### src/rtl/gpc_pkg.sv
// Shared types, constants and register codes for the gait phase P controller.
`timescale 1ns / 1ps
`default_nettype none

package gpc_pkg;

    // Default geometry
    localparam int NUM_JOINTS_DEF = 12;
    localparam int NUM_PHASES_DEF = 4;

    // Fixed field widths
    localparam int ANGLE_BITS     = 16;
    localparam int JOINT_BITS     = 4;
    localparam int LPHASE_BITS    = 2;
    localparam int GAIN_BITS      = 16;
    localparam int THRESH_BITS    = 15;
    localparam int VEL_BITS       = 24;
    localparam int NUM_GAINS      = 4;
    localparam int CFG_INDEX_BITS = 3;
    localparam int CFG_DATA_BITS  = 16;

    // Velocity saturation limits (Q12)
    localparam int VEL_MAX = 8388607;
    localparam int VEL_MIN = -8388608;

    // Register reset values
    localparam logic [GAIN_BITS-1:0]   GAIN_RESET   = 16'd256;
    localparam logic [THRESH_BITS-1:0] THRESH_RESET = 15'd179;

    // Register indexes
    localparam logic [CFG_INDEX_BITS-1:0] CFG_GAIN0     = 3'd0;
    localparam logic [CFG_INDEX_BITS-1:0] CFG_GAIN1     = 3'd1;
    localparam logic [CFG_INDEX_BITS-1:0] CFG_GAIN2     = 3'd2;
    localparam logic [CFG_INDEX_BITS-1:0] CFG_GAIN3     = 3'd3;
    localparam logic [CFG_INDEX_BITS-1:0] CFG_THRESHOLD = 3'd4;

    // Request kind
    typedef enum logic {
        KIND_SAMPLE = 1'b0,
        KIND_LOAD   = 1'b1
    } kind_t;

    // Incoming request: angle sample or target load
    typedef struct packed {
        kind_t                         kind;
        logic [JOINT_BITS-1:0]         joint;
        logic [LPHASE_BITS-1:0]        load_phase;
        logic signed [ANGLE_BITS-1:0]  angle;
    } sample_req_t;

    // Outgoing velocity command
    typedef struct packed {
        logic [JOINT_BITS-1:0]         out_joint;
        logic signed [VEL_BITS-1:0]    velocity;
        logic [LPHASE_BITS-1:0]        phase_used;
        logic                          joint_settled;
        logic                          phase_advanced;
    } cmd_req_t;

    // Configuration register bank
    typedef struct packed {
        logic [NUM_GAINS-1:0][GAIN_BITS-1:0] gain;
        logic [THRESH_BITS-1:0]              threshold;
    } cfg_t;

endpackage

`default_nettype wire

### src/rtl/gpc_cfg_regs.sv
// Configuration registers: per-phase gains and the settle threshold.
`timescale 1ns / 1ps
`default_nettype none

module gpc_cfg_regs
    import gpc_pkg::*;
(
    input  wire logic                      clk,
    input  wire logic                      rst_n,
    input  wire logic                      wr_en,
    input  wire logic [CFG_INDEX_BITS-1:0] index,
    input  wire logic [CFG_DATA_BITS-1:0]  data,
    output cfg_t                           cfg
);

    cfg_t cfg_reg;
    cfg_t cfg_next;

    // Register write decode; unknown indexes are dropped
    always_comb
    begin
        cfg_next = cfg_reg;
        if (wr_en)
        begin
            unique case (index)
                CFG_GAIN0:     cfg_next.gain[0]   = data;
                CFG_GAIN1:     cfg_next.gain[1]   = data;
                CFG_GAIN2:     cfg_next.gain[2]   = data;
                CFG_GAIN3:     cfg_next.gain[3]   = data;
                CFG_THRESHOLD: cfg_next.threshold = data[THRESH_BITS-1:0];
                default:       cfg_next = cfg_reg;
            endcase
        end
    end

    always_ff @(posedge clk or negedge rst_n)
    begin
        if (!rst_n)
        begin
            cfg_reg.gain      <= {NUM_GAINS{GAIN_RESET}};
            cfg_reg.threshold <= THRESH_RESET;
        end
        else
        begin
            cfg_reg <= cfg_next;
        end
    end

    assign cfg = cfg_reg;

endmodule

`default_nettype wire

### src/rtl/gpc_target_mem.sv
// Target angle memory: one row per joint holding the target of every phase.
`timescale 1ns / 1ps
`default_nettype none

module gpc_target_mem
    import gpc_pkg::*;
#(
    parameter int NUM_JOINTS = NUM_JOINTS_DEF,
    parameter int NUM_PHASES = NUM_PHASES_DEF,
    localparam int JW  = (NUM_JOINTS > 1) ? $clog2(NUM_JOINTS) : 1,
    localparam int PHW = (NUM_PHASES > 1) ? $clog2(NUM_PHASES) : 1
)
(
    input  wire logic                                  clk,
    input  wire logic                                  wr_en,
    input  wire logic [JW-1:0]                         wr_addr,
    input  wire logic [PHW-1:0]                        wr_lane,
    input  wire logic [ANGLE_BITS-1:0]                 wr_data,
    input  wire logic                                  rd_en,
    input  wire logic [JW-1:0]                         rd_addr,
    output logic [NUM_PHASES-1:0][ANGLE_BITS-1:0]      rd_row
);

    logic [NUM_PHASES-1:0][ANGLE_BITS-1:0] mem [NUM_JOINTS];
    logic [NUM_PHASES-1:0][ANGLE_BITS-1:0] rd_row_reg;

    // Lane write
    always_ff @(posedge clk)
    begin
        if (wr_en)
        begin
            mem[wr_addr][wr_lane] <= wr_data;
        end
    end

    // Registered row read
    always_ff @(posedge clk)
    begin
        if (rd_en)
        begin
            rd_row_reg <= mem[rd_addr];
        end
    end

    assign rd_row = rd_row_reg;

endmodule

`default_nettype wire

### src/rtl/gpc_servo_stage.sv
// Error, gain multiply, saturation, settle tracking, phase stepping and result register.
`timescale 1ns / 1ps
`default_nettype none

module gpc_servo_stage
    import gpc_pkg::*;
#(
    parameter int NUM_JOINTS = NUM_JOINTS_DEF,
    parameter int NUM_PHASES = NUM_PHASES_DEF
)
(
    input  wire logic                                  clk,
    input  wire logic                                  rst_n,
    input  wire cfg_t                                  cfg,
    input  wire logic                                  s1_valid,
    input  wire logic [JOINT_BITS-1:0]                 s1_joint,
    input  wire logic signed [ANGLE_BITS-1:0]          s1_angle,
    input  wire logic [NUM_PHASES-1:0][ANGLE_BITS-1:0] s1_row,
    input  wire logic                                  cmd_stall,
    output logic                                       s1_advance,
    output logic                                       cmd_valid,
    output cmd_req_t                                   cmd_req
);

    localparam int PHW  = (NUM_PHASES > 1) ? $clog2(NUM_PHASES) : 1;
    localparam int CW   = $clog2(NUM_JOINTS + 1);
    localparam int EW   = ANGLE_BITS + 1;
    localparam int PRW  = EW + GAIN_BITS;
    localparam int SW   = PRW - 8;
    localparam int CMPW = (SW > VEL_BITS) ? SW : VEL_BITS + 1;
    localparam logic signed [CMPW-1:0] VMAX = CMPW'(VEL_MAX);
    localparam logic signed [CMPW-1:0] VMIN = CMPW'(VEL_MIN);

    logic [PHW-1:0]              phase_reg, phase_next, phase_inc;
    logic [CW-1:0]               count_reg, count_next, count_base, count_inc;
    logic                        cmd_valid_reg, cmd_valid_next;
    cmd_req_t                    cmd_req_reg, cmd_req_next;

    logic [31:0]                 phase_ext, joint_ext;
    logic signed [ANGLE_BITS-1:0] target;
    logic signed [EW-1:0]        err;
    logic [EW-1:0]               mag;
    logic                        settled, last_joint, advanced, take;
    logic signed [GAIN_BITS-1:0] gain;
    logic signed [PRW-1:0]       prod;
    logic signed [SW-1:0]        shifted;
    logic signed [CMPW-1:0]      vel_wide;
    logic [VEL_BITS-1:0]         vel;

    // Error and settle check
    always_comb
    begin
        phase_ext = 32'(phase_reg);
        joint_ext = 32'(s1_joint);
        target    = $signed(s1_row[phase_reg]);
        err       = {target[ANGLE_BITS-1], target} - {s1_angle[ANGLE_BITS-1], s1_angle};
        mag       = err[EW-1] ? -err : err;
        settled   = mag < EW'(cfg.threshold);
    end

    // Gain multiply, floor to Q12, saturate
    always_comb
    begin
        gain     = $signed(cfg.gain[phase_ext[1:0]]);
        prod     = gain * err;
        shifted  = $signed(prod[PRW-1:8]);
        vel_wide = CMPW'(shifted);
        if (vel_wide > VMAX)
            vel = VMAX[VEL_BITS-1:0];
        else if (vel_wide < VMIN)
            vel = VMIN[VEL_BITS-1:0];
        else
            vel = vel_wide[VEL_BITS-1:0];
    end

    // Sweep settle count and phase stepping
    always_comb
    begin
        count_base = (joint_ext == 32'd0) ? '0 : count_reg;
        count_inc  = (settled && (count_base < CW'(NUM_JOINTS))) ? count_base + 1'b1
                                                                  : count_base;
        last_joint = (joint_ext == 32'(NUM_JOINTS - 1));
        advanced   = last_joint && (count_inc >= CW'(NUM_JOINTS));
        phase_inc  = (phase_reg == PHW'(NUM_PHASES - 1)) ? '0 : phase_reg + 1'b1;
    end

    // Handshake and next state
    always_comb
    begin
        s1_advance = !cmd_valid_reg || !cmd_stall;
        take       = s1_valid && s1_advance;

        cmd_valid_next = s1_advance ? s1_valid : cmd_valid_reg;
        count_next     = take ? (last_joint ? '0 : count_inc) : count_reg;
        phase_next     = (take && advanced) ? phase_inc : phase_reg;

        cmd_req_next.out_joint      = s1_joint;
        cmd_req_next.velocity       = vel;
        cmd_req_next.phase_used     = phase_ext[LPHASE_BITS-1:0];
        cmd_req_next.joint_settled  = settled;
        cmd_req_next.phase_advanced = advanced;
    end

    always_ff @(posedge clk or negedge rst_n)
    begin
        if (!rst_n)
        begin
            phase_reg     <= '0;
            count_reg     <= '0;
            cmd_valid_reg <= 1'b0;
        end
        else
        begin
            phase_reg     <= phase_next;
            count_reg     <= count_next;
            cmd_valid_reg <= cmd_valid_next;
        end
    end

    // Result payload
    always_ff @(posedge clk)
    begin
        if (take)
        begin
            cmd_req_reg <= cmd_req_next;
        end
    end

    assign cmd_valid = cmd_valid_reg;
    assign cmd_req   = cmd_req_reg;

endmodule

`default_nettype wire

### src/rtl/gait_phase_p_controller_unit.sv
// Top level of the gait phase proportional joint controller.
// Pipeline: an accepted request passes the input/memory stage, then the result register.
// Throughput: one request per cycle while sample_stall is low; loads and out-of-range requests give no command.
// The target memory write and row read share the acceptance edge, so a load is seen next cycle.
// Reset: gait phase and settle count cleared, gains 256, threshold 179; targets undefined.
`timescale 1ns / 1ps
`default_nettype none

module gait_phase_p_controller_unit
    import gpc_pkg::*;
#(
    parameter int NUM_JOINTS = NUM_JOINTS_DEF,
    parameter int NUM_PHASES = NUM_PHASES_DEF
)
(
    input  wire logic                      clk,
    input  wire logic                      rst_n,
    input  wire logic                      sample_valid,
    output logic                           sample_stall,
    input  wire sample_req_t               sample_req,
    output logic                           cmd_valid,
    input  wire logic                      cmd_stall,
    output cmd_req_t                       cmd_req,
    input  wire logic                      cfg_wr_en,
    input  wire logic [CFG_INDEX_BITS-1:0] cfg_index,
    input  wire logic [CFG_DATA_BITS-1:0]  cfg_data
);

    localparam int JW  = (NUM_JOINTS > 1) ? $clog2(NUM_JOINTS) : 1;
    localparam int PHW = (NUM_PHASES > 1) ? $clog2(NUM_PHASES) : 1;

    cfg_t                                  cfg;
    logic                                  s1_valid_reg, s1_valid_next;
    sample_req_t                           s1_item_reg;
    logic [NUM_PHASES-1:0][ANGLE_BITS-1:0] s1_row;
    logic                                  s1_advance;
    logic                                  accept, is_sample, is_load;
    logic [31:0]                           joint_ext, lphase_ext;

    // Request decode
    always_comb
    begin
        sample_stall = s1_valid_reg && !s1_advance;
        accept       = sample_valid && !sample_stall;
        joint_ext    = 32'(sample_req.joint);
        lphase_ext   = 32'(sample_req.load_phase);
        is_sample    = accept && (joint_ext < NUM_JOINTS) && (sample_req.kind == KIND_SAMPLE);
        is_load      = accept && (joint_ext < NUM_JOINTS) && (lphase_ext < NUM_PHASES)
                       && (sample_req.kind == KIND_LOAD);
        s1_valid_next = is_sample ? 1'b1 : (s1_advance ? 1'b0 : s1_valid_reg);
    end

    // Input stage
    always_ff @(posedge clk or negedge rst_n)
    begin
        if (!rst_n)
        begin
            s1_valid_reg <= 1'b0;
        end
        else
        begin
            s1_valid_reg <= s1_valid_next;
        end
    end

    always_ff @(posedge clk)
    begin
        if (is_sample)
        begin
            s1_item_reg <= sample_req;
        end
    end

    gpc_cfg_regs u_cfg_regs (
        .clk   (clk),
        .rst_n (rst_n),
        .wr_en (cfg_wr_en),
        .index (cfg_index),
        .data  (cfg_data),
        .cfg   (cfg)
    );

    gpc_target_mem #(
        .NUM_JOINTS (NUM_JOINTS),
        .NUM_PHASES (NUM_PHASES)
    ) u_target_mem (
        .clk     (clk),
        .wr_en   (is_load),
        .wr_addr (joint_ext[JW-1:0]),
        .wr_lane (lphase_ext[PHW-1:0]),
        .wr_data (sample_req.angle),
        .rd_en   (is_sample),
        .rd_addr (joint_ext[JW-1:0]),
        .rd_row  (s1_row)
    );

    gpc_servo_stage #(
        .NUM_JOINTS (NUM_JOINTS),
        .NUM_PHASES (NUM_PHASES)
    ) u_servo_stage (
        .clk        (clk),
        .rst_n      (rst_n),
        .cfg        (cfg),
        .s1_valid   (s1_valid_reg),
        .s1_joint   (s1_item_reg.joint),
        .s1_angle   (s1_item_reg.angle),
        .s1_row     (s1_row),
        .cmd_stall  (cmd_stall),
        .s1_advance (s1_advance),
        .cmd_valid  (cmd_valid),
        .cmd_req    (cmd_req)
    );

endmodule

`default_nettype wire

### config.mk
export PLATFORM = sky130hd
export DESIGN_NAME = gait_phase_p_controller_unit
export DESIGN_NICKNAME = d
export VERILOG_FILES = /design/src/rtl/gpc_pkg.sv /design/src/rtl/gpc_cfg_regs.sv /design/src/rtl/gpc_target_mem.sv /design/src/rtl/gpc_servo_stage.sv /design/src/rtl/gait_phase_p_controller_unit.sv
export SDC_FILE = /design/constraint.sdc
export NUM_CORES = 2
export LEC_CHECK = 0
export ABC_AREA = 0
export BUFFER_PORTS_ARGS = -buffer_cell sky130_fd_sc_hd__buf_2
export CAP_MARGIN = 20
export CORE_MARGIN = 4
export CORE_UTILIZATION = 50
export DETAILED_ROUTE_END_ITERATION = 10
export PLACE_DENSITY_LB_ADDON = 0.1
export SLEW_MARGIN = 10
export SYNTH_ARGS = -nofsm -noshare
export SYNTH_HDL_FRONTEND = slang
export SYNTH_SLANG_ARGS = --single-unit
### constraint.sdc
create_clock -name clk -period 12.85 [get_ports clk]
set_clock_uncertainty 0.2 [all_clocks]
set_input_delay 1.285 -clock clk [delete_from_list [all_inputs] [get_ports clk]]
set_output_delay 1.285 -clock clk [all_outputs]
set_load 0.1 [all_outputs]
==> impl_metrics.toml <==
[clock_network]
ctsHoldBuffers = 0
clock-sinks = 971
cts_buffer_depth = 3
clk_latency_ns = 0.69
path_clk_slew_ns = 0.06
htreeDepth = 3
ctsRootBufferMaster = "clkbuf_16"
cts_buffers = 98
postCtsSetupRepairBufs = 0
cts_tree = "done"
cts_resized = 0

[logic_synthesis]
synth_xor_area_share_pct = 1.28
synthCells = 3133
synth_top_family_by_area = "adder cells"
yosys.area_share.adder_pct = 14.2
synthSimpleGateAreaFrac_pct = 5.25
synth_mux_area_share_pct = 13.2
yosys-top-cells-count = "884 x edfxtp_1, 362 x inv_1, 276 x fa_1"
synth_ff_type = "edfxtp_1"
synth_warnings = 0
synth_cell_types = 81
synth-seq-cells = 971
synth_compound_area_share_pct = 3.48
ys_top_cells_by_area = "edfxtp_1 54%, fa_1 11%, mux4_2 10%, dfrtp_1 4.0%, ha_1 2.9%"
synthDominantCellAreaShare_pct = 54.2
synth_area_leader_cell = "edfxtp_1"
syn_nets = 3570
synth_edf_count = 884
synth.most_common_cell = "edfxtp_1"
yosysSeqAreaShare_pct = 58.7
postSynth.asyncResetShare_pct = 8.96
avgSynthCellArea_sq_um = 15.6
synth_area_sq_um = 49000

[global_route]
grtUsageMet3_pct = 3.20
busiest_layer = "met2"
use_met2_pct = 42.1
gr-total-overflow = 0
antenna_found_initial = 6
gr-usage-all-layers_pct = 23.3
groute.layer.met1.usage_pct = 29.6
grt_max_degree = 85
grt_pass1_vias = 28586
grt_first_pass_wirelength_mm = 179

[die]
fp-row-count = 114
initial_core_util_pct = 50.5
ios = 81
die_w_um = 321
die_area_sq_um = 103000
coreArea_sq_um = 97000
die_y_um = 321

[job]
drv_cap = 0

[drt]
via_count = 26260
postRouteAntennaNets = 0
drt-total-wl_mm = 118
vias_per_cell = 5.68
post_drt_wl_per_cell_um = 25.4
drtPass1Iterations = 6
drtIter0Drc = 2103
route.detailed.drc = 0

[status]
status = "completed"

[worst_setup_path]
critPathCaptureType = "register"
crit_required_ns = 13.15
max_stage_delay_ns = 0.83
worst_path_most_repeated_cell = "fa_1"
cp_data_arrival_time_ns = 11.00
cpMaxStageDelayCell = "mux2i_2"
path_max_fanout = 22
critPathKind = "register to register"
start_kind = "register"

[sta]
fin_crit_sh_pct = 83.3
final.setup.tns_ns = 0
slew_headroom_pct = 21.2
period_needed_ns = 10.70
setup_viol = 0
finalMaxSlewViolations = 0
hold_violations = 0
worst_pin_slew_ns = 1.17
rsz0062_at_grt = "no"
timing.fmax_mhz = 93.5

[cells_and_area]
drive_gt1_share_pct = 19.5
largest_reg_flops = 768
area_growth_syn_to_layout_pct = 11.0
regArea_sq_um = 28700
multi_input_area_sq_um = 18400
nNetsFinal = 3698
fillers = 7737

[place]
gp_congestion = 0.839
dp_hpwl_mm = 75.9
portBuffers = 80

[hold_path]
worstHoldPathType = "input port to async pin"
[worst max-delay path: cells and delay by family (launching register included)]
kind,cells,cell delay [ns]
DFF,1,0.81
adders and majority gates,9,4.11
muxes,2,1.44
and+or+nand+nor,5,0.96
buffers and inverters,5,0.36
AOI/OAI and AO/OA,9,2.62
[metal layers]
layer,part of all wire (%),routed length (um),vias to the layer above
li1,-,-,11533
met3,4.7,5570,189
met1,40,46900,13841
met4,3.1,3610,0
met2,52,61500,697
met5,0,0,-
[placed cells by master, fill, tap and decap left out, types with 8 or more instances in the layout]
master / count
mux4_2: 218
o211ai_1: 10
mux2i_1: 72
xor2_1: 13
inv_1: 362
dfrtp_1: 76
ha_1: 114
clkinv_1: 15
nor2_1: 187
nand2b_1: 15
a21o_1: 27
mux2_2: 73
clkbuf_1: 19
o21a_1: 30
clkbuf_16: 100
fa_1: 276
nand3_1: 16
buf_2: 75
a31oi_1: 8
o21ai_0: 100
nand2_1: 254
and2_1: 37
dfstp_2: 9
buf_4: 85
xnor2_1: 48
a21oi_1: 26
nor2b_1: 21
bufinv_16: 9
clkinv_2: 21
nor3_1: 9
edfxtp_1: 884
[worst paths after layout]
| path | startpoint | slack [ns] | cells past startpoint | end |
|---|---|---|---|---|
| hold / removal | rst_n | 0.29 | 1 | u_cfg_regs.cfg[78] |
| hold reg to reg | u_cfg_regs.cfg[21] | 0.30 | 1 | u_cfg_regs.cfg[21] |
| max in group asynchronous | rst_n | 10.88 | 2 | u_servo_stage.phase_reg[0] |
| setup reg to reg | u_servo_stage.phase_reg[0] | 2.15 | 30 | u_servo_stage.cmd_req[10] |
| setup / recovery | u_servo_stage.phase_reg[0] | 2.15 | 30 | u_servo_stage.cmd_req[10] |
| min in group clk | u_cfg_regs.cfg[21] | 0.30 | 1 | u_cfg_regs.cfg[21] |
[layout make-up]
cell class | count | share of cell area, %
flip-flops and latches | 971 | 52.8
inverters | 362 | 2.50
clock inverters | 57 | 1.12
diodes | 4 | 0.0184
multi-input cells | 1664 | 33.8
clock buffers | 125 | 4.87
repair buffers | 164 | 1.96
well taps | 1276 | 2.93
[per-stage QoR]
| stage | instance area [sq um] | std cells | utilization (%) | hold slack (ns) | setup WS (ns) |
|---|---|---|---|---|---|
| final | 54400 | 4623 | 56.1 | 0.290 | 2.15 |
| after global routing | 54400 | 4622 | 56.1 | 0.278 | 1.45 |
| after CTS | 54400 | 4617 | 56.1 | 0.261 | 2.08 |
| after detailed placement | 51100 | 4435 | 52.7 | 0.291 | 2.09 |
| after global placement | 51100 | 4434 | 52.7 | 0.277 | 2.32 |
| after floorplan | 49000 | 3133 | - | 0.245 | 2.44 |
[logic make-up (layout without fill, tap and decap cells)]
logic type / Yosys count / after routing
xor+xnor: 66 / 66
compound gates: 255 / 255
buf+inv: 498 / 708
fa+ha+maj: 390 / 390
mux: 365 / 365
simple gates: 588 / 588
other cells: 0 / 4
flops: 971 / 971
Power is not shown: default switching activity piles up to over one toggle a cycle in this logic, so the estimate is an artifact.
